<file path="config.mk">
export PLATFORM = sky130hd
export DESIGN_NAME = lpcp_queue
export DESIGN_NICKNAME = d
export VERILOG_FILES = /design/src/design/lpcp_pkg.sv /design/src/design/lpcp_queue.sv
export SDC_FILE = /design/constraint.sdc
export NUM_CORES = 2
export LEC_CHECK = 0
export BUFFER_PORTS_ARGS = -buffer_cell sky130_fd_sc_hd__buf_2
export CAP_MARGIN = 20
export CORE_AREA = 2 2 607 609
export DETAILED_ROUTE_END_ITERATION = 10
export DIE_AREA = 0 0 609 611
export PLACE_DENSITY = 0.49
export SLEW_MARGIN = 30
export SYNTH_ARGS = -nofsm -noshare
export SYNTH_HDL_FRONTEND = slang
export SYNTH_SLANG_ARGS = --single-unit
</file>
<file path="constraint.sdc">
create_clock -name clk -period 58.3 [get_ports clk]
set_input_delay 11.66 -clock clk [delete_from_list [all_inputs] [get_ports clk]]
set_output_delay 11.66 -clock clk [all_outputs]
set_load 0.02 [all_outputs]
</file>
<file path="src/design/lpcp_pkg.sv">
// Shared types and constants for the lidar point camera projection block.
package lpcp_pkg;

	localparam int FRAC_BITS_DEF  = 16;
	localparam int PIXEL_BITS_DEF = 16;
	localparam int NUM_COEFF      = 12;
	localparam int QDEPTH         = 4;

	localparam logic KIND_POINT = 1'b0;
	localparam logic KIND_LOAD  = 1'b1;

	typedef enum logic [2:0] {
		CFG_ROI_X     = 3'd0,
		CFG_ROI_Y     = 3'd1,
		CFG_ROI_Z     = 3'd2,
		CFG_FINISH_X  = 3'd3,
		CFG_FINISH_Y  = 3'd4,
		CFG_FINISH_Z  = 3'd5,
		CFG_IMAGE_SIZE = 3'd6,
		CFG_FINISH_MODE = 3'd7
	} cfg_idx_t;

	localparam logic [31:0] IMAGE_SIZE_RST = 32'd70780800;

	typedef struct packed {
		logic              kind;
		logic signed [31:0] x_coord;
		logic signed [31:0] y_coord;
		logic signed [31:0] z_coord;
		logic [3:0]        coeff_index;
		logic signed [31:0] coeff_value;
	} in_item_t;

	typedef struct packed {
		logic              kept;
		logic signed [31:0] out_x;
		logic signed [31:0] out_y;
		logic signed [31:0] out_z;
		logic [15:0]       pixel_col;
		logic [15:0]       pixel_row;
	} out_item_t;

	// classified point handed from front to back
	typedef struct packed {
		logic               box_ok;
		logic [2:0][31:0]   pt;
		logic [2:0][2:0][63:0] prod;   // [row][col] coefficient * coordinate
		logic [2:0][31:0]   offs;      // fourth column per row
	} q_entry_t;

endpackage

</file>
<file path="src/design/lpcp_queue.sv">
// Short queue of classified points between front and back.
module lpcp_queue import lpcp_pkg::*; (
	input  logic     clk,
	input  logic     arst_n,
	input  logic     push_valid,
	input  q_entry_t push_data,
	output logic     push_ready,
	output logic     head_valid,
	output q_entry_t head_data,
	input  logic     pop
);

	localparam int PW = $clog2(QDEPTH);

	q_entry_t        mem_q [QDEPTH];
	logic [PW-1:0]   wptr_q, rptr_q;
	logic [PW:0]     count_q;
	logic            do_push, do_pop;

	assign push_ready = count_q != (PW+1)'(QDEPTH);
	assign head_valid = count_q != '0;
	assign head_data = mem_q[rptr_q];
	assign do_push = push_valid && push_ready;
	assign do_pop = pop && head_valid;

	always_ff @(posedge clk or negedge arst_n) begin
		if (!arst_n) begin
			wptr_q <= '0;
			rptr_q <= '0;
			count_q <= '0;
		end else begin
			if (do_push) wptr_q <= wptr_q + 1'b1;
			if (do_pop) rptr_q <= rptr_q + 1'b1;
			if (do_push && !do_pop) count_q <= count_q + 1'b1;
			else if (!do_push && do_pop) count_q <= count_q - 1'b1;
		end
	end

	always_ff @(posedge clk) begin
		if (do_push) mem_q[wptr_q] <= push_data;
	end

endmodule

</file>
Yosys cells after proc, flatten, opt, wreduce, memory -nomap -nowiden
Memory sizes are Yosys's and may differ from the RTL's.
Cells that the tools add are included.
{"block": "totals", "register_bits": 7, "mem_bits_rw": 3076, "inputBits": 773, "out_inout_bits": 771, "n_memories": 1}
{"name": "mem_q", "words": 4, "word_bits": 769, "rd": 1, "rd_clocked_by_memory_dff": 0, "wr": 1, "line": "lpcp_queue.sv:15", "text": "q_entry_t mem_q [QDEPTH];"}
{"block": "classes", "n_addsub": 4, "n_eq_ne": 1, "n_mux": 4, "reduce_logical": 8}
{"operator": "$mux W3", "n": 2}
{"operator": "$add A2 B1 Y2 const B", "n": 2}
{"operator": "$logic_and A1 B1 Y1", "n": 4}
{"operator": "$add A3 B1 Y3 const B", "n": 1}
{"operator": "$ne A3 B3 Y1 const B", "n": 1}
{"operator": "$reduce_bool A3 Y1", "n": 1}
{"operator": "$sub A3 B1 Y3 const B", "n": 1}
{"operator": "$logic_not A1 Y1", "n": 2}
{"operator": "$mux W1", "n": 2}
{"operator": "$reduce_bool A2 Y1", "n": 1}

Depth between registers and ports, before layout
{"block": "depth", "depth_word": 6, "depth_mapped": 8, "mapped_depth_nobuf": 8}

Least setup slack after synthesis
OpenSTA, ideal clock, no wires.
{"block": "synth_path", "kind": "input to register", "start": "input push_valid", "end": "memory mem_q[0][0] (netlist bit), enable pin", "arrival_ps": 29358, "required_time_ps": 57061, "path_slack_ps": 27703, "path_stages": 2, "cell_sequence": "a21boi_1 and2_1"}
{"block": "synth_between", "elab_chain_len": 3}
{"item": "start, declared", "line": "lpcp_queue.sv:5", "text": "input logic push_valid,"}
{"item": "$logic_and A1 B1 Y1", "line": "lpcp_queue.sv:23", "text": "assign do_push = push_valid && push_ready;"}
{"item": "$mux W1", "line": "lpcp_queue.sv:40", "text": "if (do_push) mem_q[wptr_q] <= push_data;"}
{"item": "$mux W1 (implied by the code)", "line": "lpcp_queue.sv:40"}
{"item": "end, declared", "line": "lpcp_queue.sv:15"}
Every way passes these cells.

==> run_results.csv <==
group,metric,value,unit
synthesis,synth_area,0.111,mm2
sta,max_freq,55.4,MHz
min_path,hold_path.class,"reg -> reg",
synthesis,yosysWarningCount,0,
synthesis,synth.top_cell.area_share,83.2,%
layout,final_nets,6629,
placed_design,pre_cts_ws,40310,ps
clock_network,clk_pin_slew,50,ps
setup_path,r2r_slack,52940,ps
clock_network,numCtsBuffers,341,
sta,relSlewSlack,30.4,%
synthesis,synthesis.nets,4831,
route,wl_met2,166,mm
grt,track_usage,16.9,%
sta,setup_tns,0,ps
synthesis,synth-edff-count,3076,
synthesis,ys_seq_area_share,83.3,%
route,ant_nets,0,
synthesis,synth_cell_types,20,
placed_design,gp_congestion,0.820,
clock_network,postCtsSetupBuffers,0,
clock_network,clockBufferDepth,4,
route,drc_errors,0,
sta,period_needed,18060,ps
layout,syn2layout_area_growth,22.2,%
sta,rsz0062_at_grt,"false",
route,top_layer,"met5",
layout,final_area,0.136,mm2
route,wl,324,mm
clock_network,clock_sinks,3083,
route,wl_met3,28.4,mm
floorplanning,dieArea,0.372,mm2
grt,antenna_found_initial,317,
power,powerDensity,55.8,mW/mm2
floorplanning,die_height,611,um
clock_network,cts_tree,"yes",
layout,mostFrequentLayoutCells,"3076 x edfxtp_1, 1543 x buf_2, 769 x mux4_2",
setup_path,arrival,6400,ps
synthesis,ys.flop_type,"edfxtp_1",
setup_path,worstSetupPathType,"reg -> out",
layout,layout-drive-gt1-share,46.8,%
run,drv_cap,0,
route,vias,52681,
setup_path,cp.required,46640,ps
route,dr.pass1.iters,5,
layout,final_common_cell,"edfxtp_1",
route,drtIter0Drc,4403,
synthesis,syn_avg_cell_area,27.4,um2
clock_network,cts-root-buf,"clkbuf_16",
clock_network,cts_hold_buf,0,
sta,hold_viol_final,0,
sta,finalCritPeriodShare,31.0,%
outcome,status,"completed",
grt,grt_max_degree,133,
synthesis,yosys.area.top_type,"edfxtp_1",
clock_network,clk_latency,920,ps
sta,setup-violations-final,0,
synthesis,yosys_register_bits,3083,
sta,worst_slack,40240,ps
route,wire_per_inst,29.4,um
clock_network,cts-resized-gates,0,
clock_network,htreeDepth,5,
sta,timing.final.max_slew_violations,0,
setup_path,crit_fanout,69,
grt,grt_pass1_wl,441,mm
sta,timing.hold.ws,558,ps
floorplanning,fp.dieW,609,um
power,power,7.57,mW
grt,gr-total-overflow,0,
floorplanning,coreArea,0.365,mm2
synthesis,synthArstFlopShare,0.227,%
setup_path,crit_path_end_kind,"output pin",
floorplanning,pin_count,1544,
placed_design,hpwl,222,mm
sta,tightestPinTransition,1040,ps
setup_path,start_kind,"flop",
synthesis,synth_area_leaders,"edfxtp_1 83%, mux4_2 16%, buf_2 0.37%",
floorplanning,rows,222,
placed_design,portBuffers,1543,
power,p_leak,45.1,nW
grt,grt_pass1_vias,54033,
power,ir_drop,34.5,uV
route,vias_per_cell,4.78,
floorplanning,start_util,30.4,%
placed_design,place_area,0.125,mm2
sta,skew,73.6,ps
route,wl_met1,115,mm
synthesis,synth_cells,4052,
-- Yosys cell counts, drive strengths merged, types with 2 or more instances --
| cell type | n |
|---|---|
| nor2 | 2 |
| nand2 | 2 |
| ha | 5 |
| dfrtp | 7 |
| inv | 3 |
| buf | 160 |
| and2 | 4 |
| edfxtp | 3076 |
| clkbuf | 12 |
| mux4 | 769 |
| xnor2 | 4 |
| mux2 | 2 |
| xor2 | 2 |
-- per-stage QoR --
stage / std cells / util [%]
final: 11021 / 37.2
after global routing: 10968 / 37.2
after CTS: 10938 / 37.1
after detailed placement: 10319 / 34.2
after global placement: 10314 / 34.1
after floorplan: 4052 / -
-- critical path, stage by stage, from the launching register on --
cell and delay [ps]:
dfrtp_4 900, buf_4 400, buf_16 280, buf_4 710, buf_12 360, buf_16 450
buf_6 600, buf_4 760, mux4_2 610, buf_2 180
-- area by class of cell --
| class | instances | area, um2 |
|---|---|---|
| diodes | 79 | 198 |
| clock buffers | 420 | 8910 |
| clock inverters | 199 | 1840 |
| fillers | 33291 | 229000 |
| inverters | 3 | 11.3 |
| multi-input cells | 794 | 17500 |
| flip-flops and latches | 3083 | 92600 |
| well taps | 4816 | 6030 |
| repair buffers | 1627 | 8700 |
-- state kept, by name, indices dropped and copies added, names as in the netlist --
signal	cells
wptr_q	2
rptr_q	2
mem_q	3076
count_q	3
-- worst paths after layout --
check | start | end | cells after the start
hold / removal | count_q[2] | count_q[2] | 1
hold reg to reg | count_q[2] | count_q[2] | 1
setup / recovery | rptr_q[0] | head_data[80] | 9
setup reg to reg | count_q[0] | mem_q[1][108] | 7
max in group asynchronous | arst_n | rptr_q[0] | 1
min in group asynchronous | arst_n | wptr_q[0] | 1
-- per-layer routing --
layer  global-route usage, %  vias up
met5                       0        -
met4                    6.02      148
met3                    5.96      924
met2                    29.6     2098
met1                    19.0    27972
li1                        -    21539
-- cells by family (layout without fill, tap and decap cells) --
group           Yosys count  in the layout  share of synthesized area, %
compound gates            1              1                       0.00676
xor+xnor                  6              6                        0.0473
fa+ha+maj                 6              6                        0.0743
buf+inv                 175           2249                         0.901
flops                  3083           3083                          83.3
mux                     771            771                          15.6
other cells               0             79                             0
simple gates             10             10                        0.0462
-- power breakdown --
| part | leakage [nW] | switching (mW) | internal, mW |
|---|---|---|---|
| registers | 28.3 | 0.0930 | 2.93 |
| logic | 11.6 | 1.64 | 0.861 |
| clock network | 5.23 | 0.874 | 1.18 |
| total | 45.1 | 2.60 | 4.97 |
(Power assumes the default switching activity.)
